**src/bbcm_ram.sv**
```systemverilog
`timescale 1ns / 1ps
// ----------------------------------------------------------------------------
// bbcm_ram: generic single-port RAM
// One address per cycle, written and read together; registered read data.
// ----------------------------------------------------------------------------
module bbcm_ram #(
  parameter int Width = 8,
  parameter int Depth = 16
) (
  input  logic                     clk_i,
  input  logic                     we_i,
  input  logic [$clog2(Depth)-1:0] addr_i,
  input  logic [Width-1:0]         wdata_i,
  output logic [Width-1:0]         rdata_o
);
  logic [Width-1:0] mem_q [Depth];

  // write the addressed word when enabled and always read it
  always_ff @(posedge clk_i) begin
    if (we_i) begin
      mem_q[addr_i] <= wdata_i;
    end
    rdata_o <= mem_q[addr_i];
  end
endmodule

```
**config.mk**
```make
export PLATFORM = sky130hd
export DESIGN_NAME = bbcm_ram
export DESIGN_NICKNAME = d
export VERILOG_FILES = /design/src/bbcm_ram.sv
export SDC_FILE = /design/constraint.sdc
export NUM_CORES = 1
export LEC_CHECK = 0
export ABC_CLOCK_PERIOD_IN_PS = 5800
export BUFFER_PORTS_ARGS = -buffer_cell sky130_fd_sc_hd__buf_2
export CORE_ASPECT_RATIO = 2
export CORE_MARGIN = 1
export CORE_UTILIZATION = 35
export DETAILED_ROUTE_END_ITERATION = 8
export PLACE_DENSITY_LB_ADDON = 0.25
export SLEW_MARGIN = 20
export SYNTH_ARGS = -nofsm -noshare
export SYNTH_HDL_FRONTEND = slang
export SYNTH_SLANG_ARGS = --single-unit
```
**constraint.sdc**
```tcl
create_clock -name clk_i -period 5.8 [get_ports clk_i]
set_input_delay 1.16 -clock clk_i [delete_from_list [all_inputs] [get_ports clk_i]]
set_output_delay 1.16 -clock clk_i [all_outputs]
set_load 0.005 [all_outputs]
```
==> results of run 1 <==
==> layout make-up <==
| type | instances | area, um^2 | area share, % |
|---|---|---|---|
| clock buffers | 17 | 425.4 | 7.044 |
| well taps | 189 | 236.5 | 3.915 |
| multi-input cells | 83 | 1003 | 16.61 |
| flip-flops and latches | 136 | 4004 | 66.29 |
| repair buffers | 26 | 142.6 | 2.362 |
| clock inverters | 13 | 227.7 | 3.770 |
==> worst max-delay path, cell delays in order <==
cell,delay [ns]
buf_2,0.49
buf_4,0.46
nand2b_1,0.21
nor2_1,0.63
==> cell usage after synthesis, drive strengths merged <==
cell      n  area [um^2]
nor2b     2        12.51
clkbuf    3        12.51
buf       8        47.54
a22oi    16        120.1
nand2     9        33.78
nor2     13        48.80
mux4     32        720.7
or3b      1        8.760
nand2b    2        12.51
nor3      4        20.02
edfxtp  128         3844
dfxtp     8        160.2
nand3     1        5.000
and2      1        6.260
nand3b    2        15.01
==> where the power goes <==
part | switching [mW] | internal [mW] | total (mW) | leakage, nW
Combinational | 0.0614 | 0.0402 | 0.102 | 0.420
Clock | 0.382 | 0.800 | 1.18 | 0.317
Sequential | 0.00606 | 1.10 | 1.11 | 1.22
Total | 0.449 | 1.94 | 2.39 | 1.96
==> logic make-up (layout without fill, tap and decap cells) <==
group,count (synthesis),in the layout
flops,136,136
buf+inv,11,56
simple gates,35,35
compound gates,16,16
mux,32,32
==> registers in the layout (all words and copies together), names as in the netlist <==
name and cells:
rdata_o 8, mem_q 128
==> layout by cell type, fill, tap and decap left out <==
master / count
edfxtp_1: 128
mux4_2: 32
buf_2: 21
clkbuf_16: 17
a22oi_1: 16
nor2_1: 13
nand2_1: 9
dfxtp_1: 8
bufinv_16: 6
buf_4: 5
nor3_1: 4
nor2b_1: 2
nand3b_1: 2
nand2b_1: 2
clkinv_4: 2
clkinv_2: 2
and2_1: 1
nand3_1: 1
or3b_2: 1
inv_6: 1
clkinv_1: 1
clkinvlp_4: 1
==> worst min-delay path by stage <==
stage,from,to
global route,mem_q[13][0],rdata_o[0]
floorplan,mem_q[14][0],rdata_o[0]
finish,mem_q[14][0],rdata_o[0]
detailed placement,mem_q[12][3],rdata_o[3]
global placement,mem_q[14][0],rdata_o[0]
CTS,mem_q[12][3],rdata_o[3]
==> metal layers <==
| metal | share of wire (%) | wire [um] |
|---|---|---|
| met5 | 0 | 0 |
| met4 | 2.6 | 274 |
| met3 | 2.2 | 235 |
| met2 | 60 | 6298 |
| met1 | 35 | 3667 |
==> out/metrics.yaml, run 1 <==
hold_depth: 3
synth_seq_cells: 136
cts_buffer_depth: 2
crit_fanout: 20
slew_headroom_pct: 40.34
clock_skew_ns: 0.006556
wire_per_inst_um: 22.58
finalSetupTns_ns: 0
maxCapViolCount: 0
fin_area_um2: 6040
grt_pass1_vias: 2536
cts_resized: 0
finalWorstSetupSlack_ns: 2.856
antennaDiodeCount: 0
synthMuxAreaShare_pct: 14.22
finalWeightedCongestion: 0.8004
hold_class: "reg2reg"
nets: 278
use_met1_pct: 16.07
status: "finished clean"
layout_min_cycle_time_ns: 2.944
r2r-end: "rdata_o[3]"
final-setup-viol-count: 0
die_x_um: 87.08
crit_type: "in2reg"
vias: 2284
r2r-start: "mem_q[0][3]"
drc_errors: 0
syn_to_final_growth_pct: 19.19
cp-start-kind: "input pin"
avgSynthCellArea_um2: 22.03
coreArea_um2: 14040
via_per_inst: 4.922
period_share_pct: 50.76
finalMaxSlewViolations: 0
root_buffer: "clkbuf_16"
die-area_um2: 14990
synth_nets: 244
synthXorXnorAreaFrac_pct: 0
grt_pass1_wl_um: 15660
first_iter_violations: 143
place_ws_ns: 2.343
powerDensity_nw_per_um2: 395.6
first_pass_iters: 4
utilization_pct: 43.01
num_rows: 61
rr_worst_depth: 3
cts_tree: "yes"
gr-total-overflow: 0
clk_pin_slew_ns: 0.06
fmax_mhz: 339.6
die_height_um: 172.2
synth_top_family_by_area: "multiplexers"
numCtsBuffers: 17
p_total_mw: 2.389
place_area_um2: 5386
r2r_slack_ns: 4.42
post_cts.repair.setup_buffers: 0
clock_sinks: 136
rsz0062_at_grt: "no"
grt_max_degree: 40
final_hold_viol_count: 0
n_fill_cell: 1247
antenna_found_initial: 0
ir_drop_mv: 0.1956
grt.busiest_layer: "met2"
syn_inst: 230
worstPathRequired_ns: 5.82
arrival_ns: 2.97
wl_um: 10480
drtAntennaViolNets: 0
synth-simple-area-share_pct: 3.210
cp-end-kind: "flop"
dp_hpwl_um: 6906
tightest_slew_ns: 0.8949
fin_cells: 464
dp_cells: 434
synth_compound_area_share_pct: 2.370
hold_buffers: 0
synthAdderAreaFrac_pct: 0
ys_warn_count: 0
portBuffers: 21
crit_path_start: "addr_i[0]"
synth_area_um2: 5067
h-tree-depth: 4
initial_utilization_pct: 36.08
use_met2_pct: 29.92
worstSetupEndpoint: "mem_q[13][0]"
leakagePower_nw: 1.960
grtUsageMet3_pct: 3.437
grtUsageTotal_pct: 15.72
yosysUniqueCellTypes: 18
insertion_delay_ns: 0.40
yosysSeqAreaShare_pct: 79.01
drive_above_1_share_pct: 32.00
num_io_pins: 22
holdWs_ns: 0.6857
(Power assumes the default switching activity.)
==> run 2: changes to the inputs <==
--- a/config.mk
+++ b/config.mk
@@ -5,7 +5,8 @@
 export SDC_FILE = /design/constraint.sdc
 export NUM_CORES = 1
 export LEC_CHECK = 0
-export ABC_CLOCK_PERIOD_IN_PS = 5800
+export ABC_AREA = 1
+export ABC_CLOCK_PERIOD_IN_PS = 2600
 export BUFFER_PORTS_ARGS = -buffer_cell sky130_fd_sc_hd__buf_2
 export CORE_ASPECT_RATIO = 2
 export CORE_MARGIN = 1
==> constraint.sdc (replaced) <==
create_clock -name clk_i -period 2.6 [get_ports clk_i]
set_input_delay 0.52 -clock clk_i [delete_from_list [all_inputs] [get_ports clk_i]]
set_output_delay 0.52 -clock clk_i [all_outputs]
set_load 0.005 [all_outputs]
==> run 2 against run 1 <==
  * Final cell count rose by 72%
  * First-iteration DRC count fell by 12%
  * Count of clock-buffer cells in the layout rose by 1
  * Utilization fell by 1.3 points
  * Critical path depth did not move
  * Power rose by 110%
  * Synthesized area rose by 10%
  * Via count rose by 60%
  * Largest power group is now sequential cells
  * Die area rose by 10%
  * Routed wire length rose by 27%
  * Largest cell class unchanged
==> out/metrics.yaml, run 2 <==
hold_buffers: 0  # unchanged
finalWeightedCongestion: 0.8495  # +6.1%
die_height_um: 180.8  # +5.0%
tightest_slew_ns: 0.7071  # -0.1878 ns
rr_worst_depth: 8  # +5
maxCapViolCount: 0  # unchanged
cp-end-kind: "flop"
first_pass_iters: 4  # unchanged
regMostFlops: "mem_q"
cts_tree: "yes"
antenna_found_initial: 0  # unchanged
dp_hpwl_um: 9175  # +33%
arrival_ns: 1.70  # -1.27 ns
worstPathRequired_ns: 2.64  # -3.18 ns
wl_um: 13310  # +27%
die_x_um: 91.39  # +4.9%
whs_endpoint: "mem_q[12][2]"
r2r-end: "rdata_o[3]"
rsz0062_at_grt: "no"
n_fill_cell: 1486  # +19%
wire_per_inst_um: 16.70  # -26%
synthTopCellsByArea: "edfxtp_1 (69%), nand2_1 (23%), dfxtp_1 (2.9%)"
avgSynthCellArea_um2: 10.21  # -54%
num_rows: 65  # +6.6%
yosys_most_used_dff: "edfxtp_1"
slew_headroom_pct: 52.68  # +12 points
final_hold_viol_count: 0  # unchanged
numCtsBuffers: 17  # unchanged
crit_fanout: 20  # unchanged
cp-start-kind: "input pin"
largest_reg_flops: 128  # unchanged
gr-total-overflow: 0  # unchanged
hold_class: "in2reg"
first_iter_violations: 126  # -12%
coreArea_um2: 15700  # +12%
mostFrequentLayoutCells: "nand2_1 (346), edfxtp_1 (128), inv_1 (21), buf_2 (21), nor2_1 (18)"
period_share_pct: 64.00
synth_nets: 562  # +130%
yosysSeqAreaShare_pct: 71.59  # -7.4 points
syn_inst: 548  # +140%
finalSetupTns_ns: 0  # unchanged
leakagePower_nw: 2.791  # +42%
ir_drop_mv: 0.5314  # +170%
synth_seq_cells: 136  # unchanged
h-tree-depth: 4  # unchanged
yosys.area.top_type: "edfxtp_1"
drtAntennaViolNets: 0  # unchanged
drive_above_1_share_pct: 11.07  # -21 points
reg_top3: "mem_q: 128 flops, rdata_o: 8 flops"
seq_area_um2: 4004  # unchanged
place_area_um2: 5953  # +11%
clock_sinks: 136  # unchanged
synth_top_area_share_pct: 68.72  # -7.1 points
num_io_pins: 22  # unchanged
final_common_cell: "nand2_1"
crit_type: "in2reg"
fmax_mhz: 600.9
insertion_delay_ns: 0.42  # +0.02 ns
yosys-top-cells-count: "nand2_1 (346), edfxtp_1 (128), inv_1 (21), nor2_1 (18), buf_2 (12)"
layout_min_cycle_time_ns: 1.664
antennaDiodeCount: 0  # unchanged
multiInputGateArea_um2: 1386  # +38%
clk_pin_slew_ns: 0.06  # about the same
hold_depth: 1  # -2
portBuffers: 21  # unchanged
async_flop_share_pct: 0  # unchanged
via_per_inst: 4.590  # -6.8%
holdWs_ns: 0.5597  # -0.1261 ns
fin_area_um2: 6540  # +8.3%
yosysUniqueCellTypes: 11  # -7
status: "finished clean"
powerDensity_nw_per_um2: 783.1  # +98%
cts_resized: 0  # unchanged
syn_to_final_growth_pct: 16.94
grtUsageTotal_pct: 17.20  # +1.5 points
r2r_slack_ns: 1.57  # -2.85 ns
grt_max_degree: 36  # -10%
ys_warn_count: 0  # unchanged
initial_utilization_pct: 35.63  # -0.45 points
yosys.cell_count.top_type: "nand2_1"
vias: 3658  # +60%
root_buffer: "clkbuf_16"
r2r-start: "mem_q[3][3]"
grt_pass1_wl_um: 20070  # +28%
nets: 597  # +110%
worstHoldStart: "wdata_i[2]"
grt_pass1_vias: 3708  # +46%
cts_buffer_depth: 2  # unchanged
synth_edf_count: 128  # unchanged
die-area_um2: 16520  # +10%
drc_errors: 0  # unchanged
synth_area_um2: 5593  # +10%
post_cts.repair.setup_buffers: 0  # unchanged
final-setup-viol-count: 0  # unchanged
finalMaxSlewViolations: 0  # unchanged
clock_skew_ns: 0.006891  # +0.0003352 ns
==> run 2: area by class of cell <==
class / count / share of cell area, %
clock buffer: 18 / 6.562
multi-input combinational: 368 / 21.20
timing repair buffer: 37 / 3.444
sequential: 136 / 61.22
clock inverter: 14 / 2.411
tap: 201 / 3.845
inverter: 23 / 1.320
==> run 2: critical path, cell delays in order <==
cell      delay [ns]
buf_2           0.22
clkinv_1        0.13
nand3_1         0.21
nor2_1          0.61
==> run 2: metrics by stage <==
step                      total power [mW]  instances  utilization (%)  worst slack (ns)
after floorplan                      2.679        548                -            0.7028
after global placement               2.815        765            37.93            0.5420
after detailed placement             2.818        765            37.93            0.5109
after CTS                            5.162        797            41.67            0.9467
after global routing                 5.278        797            41.67            0.8596
final                                5.121        797            41.67            0.9359
==> run 2: where the power goes <==
group,switching [mW],internal [mW],total (mW),leakage [nW]
clock network,0.861,1.49,2.35,0.282
logic,0.220,0.0819,0.302,1.29
registers,0.0132,2.45,2.47,1.22
==> run 2: how the worst max path moves through the flow <==
stage | endpoint | startpoint | slack (ns)
2_1_floorplan | mem_q[3][0] | addr_i[1] | 0.70
3_3_place_gp | mem_q[5][1] | addr_i[1] | 0.54
3_5_place_dp | mem_q[13][4] | addr_i[1] | 0.51
4_1_cts | mem_q[13][2] | addr_i[1] | 0.95
5_1_grt | mem_q[6][2] | addr_i[1] | 0.86
6_report | mem_q[13][2] | addr_i[1] | 0.94
==> run 2: per-layer routing <==
| layer | up-vias | wire length [um] | track usage (%) |
|---|---|---|---|
| met4 | 0 | 446 | 9.270 |
| met3 | 27 | 434 | 3.830 |
| li1 | 1818 | - | - |
| met1 | 1721 | 4779 | 16.31 |
| met5 | - | 0 | 0 |
| met2 | 92 | 7651 | 33.14 |
==> run 2: cells by family after synthesis <==
logic type    synth area share, %
buf+inv                     3.624
flops                       71.59
simple gates                24.79
