--- src/bbcm_pkg.sv ---
`timescale 1ns / 1ps
// ----------------------------------------------------------------------------
// bbcm_pkg: shared types and constants for the clipped box blur
// Store geometry, register indexes and the request payload types.
// ----------------------------------------------------------------------------
package bbcm_pkg;

  localparam int MaxWidth   = 1024;
  localparam int MaxRadius  = 7;
  localparam int StoreRows  = 2 * MaxRadius + 2;
  localparam int ColW       = $clog2(MaxWidth);
  localparam int SRowW      = $clog2(StoreRows);
  localparam int AddrW      = SRowW + ColW;
  localparam int Depth      = StoreRows * MaxWidth;
  localparam int PixW       = 24;
  localparam int CfgIdxW    = 3;
  localparam int CfgDataW   = 16;
  // window sum: 225 * 255 fits in 16 bits
  localparam int SumW       = 16;
  localparam int CntW       = 8;

  localparam logic [CfgIdxW-1:0] RegWidth  = 3'd0;
  localparam logic [CfgIdxW-1:0] RegHeight = 3'd1;
  localparam logic [CfgIdxW-1:0] RegRadius = 3'd2;
  localparam logic [CfgIdxW-1:0] RegFirst  = 3'd3;
  localparam logic [CfgIdxW-1:0] RegEnd    = 3'd4;

  localparam logic CmdPixel = 1'b0;
  localparam logic CmdFlush = 1'b1;

  typedef struct packed {
    logic       cmd;
    logic [7:0] in_blue;
    logic [7:0] in_green;
    logic [7:0] in_red;
  } in_req_t;

  typedef struct packed {
    logic [7:0]  out_blue;
    logic [7:0]  out_green;
    logic [7:0]  out_red;
    logic [15:0] out_row;
    logic [9:0]  out_column;
    logic        frame_done;
  } out_req_t;

  // divider handshake
  typedef struct packed {
    logic            start;
    logic [SumW-1:0] num;
    logic [CntW-1:0] den;
  } div_req_t;

  typedef struct packed {
    logic       done;
    logic [7:0] quot;
  } div_rsp_t;

endpackage

--- src/bbcm_div.sv ---
`timescale 1ns / 1ps
// ----------------------------------------------------------------------------
// bbcm_div: restoring divider
// One quotient bit per cycle; the quotient is cut to 8 bits.
// ----------------------------------------------------------------------------
module bbcm_div (
  input  logic                clk_i,
  input  logic                rst_ni,
  input  bbcm_pkg::div_req_t  req_i,
  output bbcm_pkg::div_rsp_t  rsp_o
);
  localparam int N = bbcm_pkg::SumW;
  localparam int StepW = $clog2(N + 1);

  logic [N-1:0]             quo_q, quo_d;
  logic [bbcm_pkg::CntW:0]  rem_q, rem_d;
  logic [bbcm_pkg::CntW-1:0] den_q, den_d;
  logic [StepW-1:0]         step_q, step_d;
  logic                     busy_q, busy_d, done_q, done_d;
  logic [bbcm_pkg::CntW+1:0] trial;

  // shift one numerator bit in, subtract when it fits
  always_comb begin
    quo_d  = quo_q;
    rem_d  = rem_q;
    den_d  = den_q;
    step_d = step_q;
    busy_d = busy_q;
    done_d = 1'b0;
    trial  = {rem_q, quo_q[N-1]} - {2'b00, den_q};
    if (req_i.start) begin
      quo_d  = req_i.num;
      rem_d  = '0;
      den_d  = req_i.den;
      step_d = StepW'(N);
      busy_d = 1'b1;
    end else if (busy_q) begin
      if (!trial[bbcm_pkg::CntW+1]) begin
        rem_d = trial[bbcm_pkg::CntW:0];
        quo_d = {quo_q[N-2:0], 1'b1};
      end else begin
        rem_d = {rem_q[bbcm_pkg::CntW-1:0], quo_q[N-1]};
        quo_d = {quo_q[N-2:0], 1'b0};
      end
      step_d = step_q - 1'b1;
      if (step_q == StepW'(1)) begin
        busy_d = 1'b0;
        done_d = 1'b1;
      end
    end
  end

  // hold divider state
  always_ff @(posedge clk_i or negedge rst_ni) begin
    if (!rst_ni) begin
      busy_q <= 1'b0;
      done_q <= 1'b0;
      step_q <= '0;
    end else begin
      busy_q <= busy_d;
      done_q <= done_d;
      step_q <= step_d;
    end
  end

  always_ff @(posedge clk_i) begin
    quo_q <= quo_d;
    rem_q <= rem_d;
    den_q <= den_d;
  end

  assign rsp_o.done = done_q;
  assign rsp_o.quot = quo_q[7:0];
endmodule
--- config.mk ---
export PLATFORM = sky130hd
export DESIGN_NAME = bbcm_div
export DESIGN_NICKNAME = d
export VERILOG_FILES = /design/src/bbcm_pkg.sv /design/src/bbcm_div.sv
export SDC_FILE = /design/constraint.sdc
export NUM_CORES = 1
export LEC_CHECK = 0
export BUFFER_PORTS_ARGS = -buffer_cell sky130_fd_sc_hd__buf_4
export CELL_PAD_IN_SITES_DETAIL_PLACEMENT = 0
export CELL_PAD_IN_SITES_GLOBAL_PLACEMENT = 2
export CORE_ASPECT_RATIO = 0.9
export CORE_MARGIN = 3
export CORE_UTILIZATION = 36
export DETAILED_ROUTE_END_ITERATION = 8
export PLACE_DENSITY_LB_ADDON = 0.12
export SETUP_SLACK_MARGIN = 0.1
export SLEW_MARGIN = 0
export SYNTH_ARGS = -nofsm -noshare
export SYNTH_HDL_FRONTEND = slang
export SYNTH_SLANG_ARGS = --single-unit
--- constraint.sdc ---
create_clock -name clk_i -period 2.5 [get_ports clk_i]
set_clock_uncertainty 0.15 [all_clocks]
set_input_delay 0.125 -clock clk_i [delete_from_list [all_inputs] [get_ports clk_i]]
set_output_delay 0.125 -clock clk_i [all_outputs]
set_load 0.05 [all_outputs]
==> results.md, run 1 <==
- Status: finished clean
- WP data arrival: 2.29 ns
- Crit Path Max Fanout: 7
- CP Data Required Time: 2.52 ns
- Die area: 7055 µm²
- FFs w/ async S/R, synth: 0.1750
- Worst IR Drop VDD: 0.0004760 V
- R2R depth: 9
- Warnings, synthesis: 0
- Relative slew margins: 0.5422
- Place WS: 0.1285 ns
- Final nets: 284
- Post-synthesis register bit count: 40
- Mapped Cells: 193
- Port Buffers: 35
- Core region area: 5791 µm²
- Post-DRT Antenna Nets: 0
- Post-Place Cells: 284
- Number of library cell types mapped by synthesis: 47
- Drt total wl: 4.213 mm
- First-pass GRT wire length: 7.314 mm
- 1st-iter DRT viols: 79
- Pins over their slew limit: 0
- Total vias in the final route: 1555
- Die X: 88.21 µm
- Fin crit period: 2.274 ns
- Starting Density: 0.3781
- R2R Path End: rem_q[1]$_SDFFE_PP0P_
- Final Instance Count excl. Fillers: 317
- Hold Crit Depth: 2
- Post-route cell area: 2856 µm²
- Largest net degree at the start of global routing: 51
- Number of fill cells in the layout: 521
- H-tree Lvls: 2
- MaxCap Viol Count: 0
- RSZ-0062 raised after global routing: false
- Power Density: 814.2 nW/µm²
- Endpoints failing hold: 0
- Root Driver: clkbuf_8
- I/O pin count: 36
- Final worst setup slack: 0.2262 ns
- Fmax: 439.8 MHz
- Area growth syn-to-layout: 30.46%
- Register area share after synthesis: 0.4914
- Layout cells sized above 1: 0.3401
- Grt ovf: 0
- HP Start: req_i[20]
- HP Class: input port to flip-flop
- Avg Inst Size Synth: 11.35 µm²
- Die height: 79.99 µm
- Final GP Congestion: 0.7314
- Post-Syn Area: 2190 µm²
- RR Startpoint: den_q[4]$_DFFE_PP_
- ANT cells: 0
- CP Launch Type: flip-flop
- Vias in the first global route: 1608
- Final period util: 0.9095
- Inserted Clock Buffers: 5
- Worst-Margin Slew: 0.6867 ns
- Syn Nets: 231
- DR pass1 iterations: 4
- Flop2flop setup slack: 0.23 ns
- Top FF cell, synth: edfxtp_1
- Routed WL per cell: 13.29 µm
- Most frequent cells in the layout: buf_4 (39), edfxtp_1 (24), dlygate4sd3_1 (24)
- Worst-skew pair later-pin latency: 0.29 ns
- Dpl cell area: 2449 µm²
- Fin Setup TNS: 0 ns
- Critical path class: flip-flop to flip-flop
- Worst hold endpoint: quo_q[12]$_DFFE_PP_
- DR vias/cell: 4.905
- Placement Rows: 26
- Initial antenna violation count: 0
- Leakage: 1.163 nW
- Commonest non-fill, non-tap cell in the layout: buf_4
- CTS tree: built
- Setup violators final: 0
- GRT Resource Usage Total: 0.1318
- Max Root-Sink Buffers: 2
- DRC Markers: 0
- TritonCTS Sinks: 40
- CP endpoint kind: flip-flop
- Dpl hpwl: 2.863 mm
- Clock-pin slew on the worst setup and hold paths: 0.08 ns
- Post-synth EDFFs: 24
==> cell families (layout without fill, tap and decap cells) <==
family | after synthesis | after routing | synth area share
xor+xnor | 9 | 9 | 0.03943
fa+ha+maj | 11 | 11 | 0.06629
compound gates | 31 | 31 | 0.09657
flops | 40 | 40 | 0.4914
simple gates | 51 | 51 | 0.1297
buf+inv | 31 | 85 | 0.07600
mux | 20 | 20 | 0.1006
==> report_power, final <==
part | leakage [nW] | switching (mW) | internal (mW)
combinational | 0.712 | 0.489 | 0.476
clock | 0.0453 | 0.217 | 0.189
sequential | 0.406 | 0.105 | 0.848
total | 1.16 | 0.812 | 1.51
==> flip-flops by register name, summed over array words and instances, names as in the netlist <==
register / count
done_q: 1
den_q: 8
step_q: 5
quo_q: 16
busy_q: 1
rem_q: 9
==> Yosys cell counts (2+ instances only) <==
library cell | n | share of area
a21oi_1 | 8 | 0.018
xnor2_1 | 7 | 0.028
mux2_2 | 16 | 0.082
a21o_1 | 2 | 0.0069
edfxtp_1 | 24 | 0.33
clkbuf_1 | 5 | 0.0086
nand2b_1 | 8 | 0.023
dfxtp_1 | 9 | 0.082
nor2_1 | 16 | 0.027
ha_1 | 10 | 0.057
nand2_1 | 9 | 0.015
o21ai_0 | 5 | 0.011
a211oi_1 | 7 | 0.024
buf_6 | 2 | 0.010
nor3_1 | 3 | 0.0069
buf_4 | 9 | 0.031
dfrtp_1 | 7 | 0.080
mux2i_1 | 4 | 0.018
inv_1 | 14 | 0.024
==> cell type report <==
type / instances / area, µm² / area share
Tap cell: 70 / 87.58 / 0.03066
Clock inverter: 3 / 13.76 / 0.004818
Sequential cell: 40 / 1076 / 0.3767
Timing Repair Buffer: 63 / 533.0 / 0.1866
Clock buffer: 5 / 68.82 / 0.02409
Multi-Input combinational cell: 122 / 1025 / 0.3587
Inverter: 14 / 52.55 / 0.01840
==> timing repair <==
item / 4_1_cts / 5_1_grt
endpoints found under the hold margin: 28 / 2
hold buffers: 22 / 2
endpoints found under the setup margin: 0 / 9
gates resized for setup: 0 / 12
setup buffers: 0 / 1
==> layer usage <==
metal / track usage / share of wire / vias up
met4: 0.03625 / 0.0057 / 0
met3: 0.03302 / 0.036 / 2
met2: 0.2182 / 0.48 / 28
met5: 0 / 0 / -
li1: - / - / 781
met1: 0.1697 / 0.48 / 744
==> metrics by stage <==
| step | power, mW | util | hold WS (ns) |
|---|---|---|---|
| after floorplan | 1.655 | - | -0.3206 |
| after global placement | 1.819 | 0.4229 | -0.2096 |
| after detailed placement | 1.832 | 0.4229 | -0.2045 |
| after CTS | 2.285 | 0.4752 | 0.0001634 |
| after global routing | 2.504 | 0.4933 | 0.005702 |
| final | 2.326 | 0.4933 | 0.01072 |
==> worst max-delay path by stage <==
| stage | start | cells past startpoint | to |
|---|---|---|---|
| after floorplan | den_q[6]$_DFFE_PP_ | 9 | rem_q[1]$_SDFFE_PP0P_ |
| after global placement | den_q[6]$_DFFE_PP_ | 9 | rem_q[1]$_SDFFE_PP0P_ |
| after detailed placement | den_q[6]$_DFFE_PP_ | 9 | rem_q[1]$_SDFFE_PP0P_ |
| after CTS | den_q[6]$_DFFE_PP_ | 9 | rem_q[1]$_SDFFE_PP0P_ |
| after global routing | den_q[4]$_DFFE_PP_ | 9 | rem_q[0]$_SDFFE_PP0P_ |
| final | den_q[4]$_DFFE_PP_ | 9 | rem_q[1]$_SDFFE_PP0P_ |
==> critical path, cell delays in order, from the launching register on <==
cell      delay (ns)
edfxtp_1        0.33
inv_1           0.04
ha_1            0.33
o211ai_1        0.14
a211oi_2        0.24
nor2_2          0.09
xnor2_2         0.14
buf_4           0.17
nor4bb_2        0.17
or3_1           0.37
(Power assumes the default switching activity.)
==> inputs of run 2 (changes only) <==
--- a/config.mk
+++ b/config.mk
@@ -12,7 +12,7 @@
 export CORE_MARGIN = 3
 export CORE_UTILIZATION = 36
 export DETAILED_ROUTE_END_ITERATION = 8
-export PLACE_DENSITY_LB_ADDON = 0.12
+export PLACE_DENSITY_LB_ADDON = 0.1
 export SETUP_SLACK_MARGIN = 0.1
 export SLEW_MARGIN = 0
 export SYNTH_ARGS = -nofsm -noshare
==> run 2 against run 1 <==
Routed wire length fell by 2.7%; highest routed layer unchanged; non-clock buffer count grew 1; final cell count up 0.32%; final area is 0.66% lower; sequential share of layout area up 0.25 points; power shrank 1.0%; fmax down 0.99%.
==> results.md, run 2 (synthesis gave the netlist of run 1 again) <==
- Critical path class: flip-flop to flip-flop
- Layout cells sized above 1: 0.3266 (-0.01347)
- Power Density: 811.2 nW/µm² (-0.37%)
- Clock-pin slew on the worst setup and hold paths: 0.08 ns (about the same)
- DR vias/cell: 4.862 (-0.89%)
- TritonCTS Sinks: 40 (unchanged)
- Post-DRT Antenna Nets: 0 (unchanged)
- Setup violators final: 0 (unchanged)
- R2R depth: 9 (unchanged)
- Flop2flop setup slack: 0.20 ns (-0.02 ns)
- Critical Path Sink: rem_q[1]$_SDFFE_PP0P_
- Final GP Congestion: 0.7206 (-1.5%)
- Placement Rows: 26 (unchanged)
- Die X: 88.21 µm (unchanged)
- Status: finished clean
- Core region area: 5791 µm² (unchanged)
- Reg with most FFs: quo_q
- Critical path depth: 9 (unchanged)
- ANT cells: 0 (unchanged)
- Fin Setup TNS: 0 ns (unchanged)
- Most frequent cells in the layout: buf_4 (39), dlygate4sd3_1 (25), edfxtp_1 (24)
- Inserted Clock Buffers: 5 (unchanged)
- CP Launch Point: den_q[6]$_DFFE_PP_
- WP buf/inv: 2 (unchanged)
- Initial antenna violation count: 0 (unchanged)
- Grt ovf: 0 (unchanged)
- Final nets: 285 (+0.35%)
- HP Class: input port to asynchronous set/reset pin
- Place WS: 0.1509 ns (+0.02239 ns)
- WP data arrival: 2.32 ns (+0.03 ns)
- CP Launch Type: flip-flop
- Vias in the first global route: 1526 (-5.1%)
- Drt total wl: 4.099 mm (-2.7%)
- Largest net degree at the start of global routing: 51 (unchanged)
- Total vias in the final route: 1546 (-0.58%)
- Max Root-Sink Buffers: 2 (unchanged)
- Starting Density: 0.3781 (unchanged)
- R2R Path End: rem_q[1]$_SDFFE_PP0P_
- Worst IR Drop VDD: 0.0004401 V (-7.5%)
- RR Startpoint: den_q[6]$_DFFE_PP_
- Final period util: 0.9186 (+0.009104)
- DRC Markers: 0 (unchanged)
- I/O pin count: 36 (unchanged)
- Root Driver: clkbuf_8
- Area growth syn-to-layout: 29.60%
- Worst-Margin Slew: 0.6775 ns (-0.009270 ns)
- Die area: 7055 µm² (unchanged)
- DR pass1 iterations: 4 (unchanged)
- CP endpoint kind: flip-flop
- GRT Resource Usage Total: 0.1271 (-0.004675)
- 1st-iter DRT viols: 80 (+1.3%)
- Fmax: 435.4 MHz (-0.99%)
- Endpoints failing hold: 0 (unchanged)
- Worst stage delay on the critical path: 0.38 ns (about the same)
- Worst-skew pair later-pin latency: 0.29 ns (about the same)
- Final worst setup slack: 0.2034 ns (-0.02276 ns)
- Dpl hpwl: 2.783 mm (-2.8%)
- First-pass GRT wire length: 6.962 mm (-4.8%)
- Top flop regs: quo_q x16, rem_q x9, den_q x8
- CP cell instances: inv_1 > ha_2 > nand3_2 > a211oi_2 > nor2_2 > xnor2_2 > buf_4 > nor4bb_2 > or3_1
- Max FFs per register: 16 (unchanged)
- Pins over their slew limit: 0 (unchanged)
- Fin crit period: 2.297 ns (+0.02276 ns)
- CTS tree: built
- Routed WL per cell: 12.89 µm (-3.0%)
- Crit Path Max Fanout: 7 (unchanged)
- Leakage: 1.168 nW (+0.43%)
- MaxCap Viol Count: 0 (unchanged)
- Relative slew margins: 0.5484 (+0.006180)
- CP delay by family, top: simple AND/OR/NAND/NOR gates
- H-tree Lvls: 2 (unchanged)
- CP Data Required Time: 2.52 ns (about the same)
- Die height: 79.99 µm (unchanged)
- Slowest-stage cell, CP: ha_2
- Commonest non-fill, non-tap cell in the layout: buf_4
- Port Buffers: 35 (unchanged)
- RSZ-0062 raised after global routing: true
-- run 2: cell type report --
type / instances / area (µm²)
clock buffer: 5 / 68.82
fill: 540 / 2953
timing repair buffer: 64 / 543.0
tap: 70 / 87.58
multi-input combinational: 122 / 996.0
inverter: 14 / 52.55
clock inverter: 3 / 13.76
sequential: 40 / 1076
-- run 2: repair_timing --
item	CTS	global route
buffers inserted	0	1
gates resized for setup	0	7
hold endpoints to repair	31	0
hold buffers	25	0
endpoints found under the setup margin	0	6
-- run 2: power by group --
group	internal (mW)	switching (mW)
combinational	0.461	0.479
clock	0.190	0.220
sequential	0.848	0.104
-- run 2: through the flow --
stage | hold WS, ns | power [mW] | util | cell area, µm² | cells
after global routing | 0.03388 | 2.476 | 0.4901 | 2838 | 318
after global placement | -0.2094 | 1.821 | 0.4229 | 2449 | 284
after CTS | 0.02011 | 2.288 | 0.4803 | 2781 | 317
after floorplan | -0.3206 | 1.655 | - | 2190 | 193
final | 0.02421 | 2.302 | 0.4901 | 2838 | 318
after detailed placement | -0.2041 | 1.829 | 0.4229 | 2449 | 284
-- run 2: worst reg2reg max path, stage by stage (launching register included) --
cell and delay (ns):
edfxtp_1 0.34, inv_1 0.05, ha_2 0.38, nand3_2 0.13, a211oi_2 0.20, nor2_2 0.09, xnor2_2 0.15, buf_4 0.18
nor4bb_2 0.17, or3_1 0.35
-- run 2: per-layer routing --
layer	up-vias	part of all wire	global-route usage
li1	783	-	-
met1	721	0.50	0.1679
met2	35	0.45	0.2003
met3	7	0.041	0.03199
met4	0	0.014	0.04532
met5	-	0	0
-- run 2: worst min path at each step --
stage	from	endpoint	slack, ns	cells after the start
after floorplan	rst_ni	busy_q$_DFF_PN0_	-0.32	0
after detailed placement	rst_ni	step_q[4]$_DFFE_PN0P_	-0.20	1
after global routing	rst_ni	step_q[3]$_DFFE_PN0P_	0.03	2
after CTS	rst_ni	step_q[0]$_DFFE_PN0P_	0.02	2
final	rst_ni	step_q[4]$_DFFE_PN0P_	0.02	2
after global placement	rst_ni	step_q[4]$_DFFE_PN0P_	-0.21	1
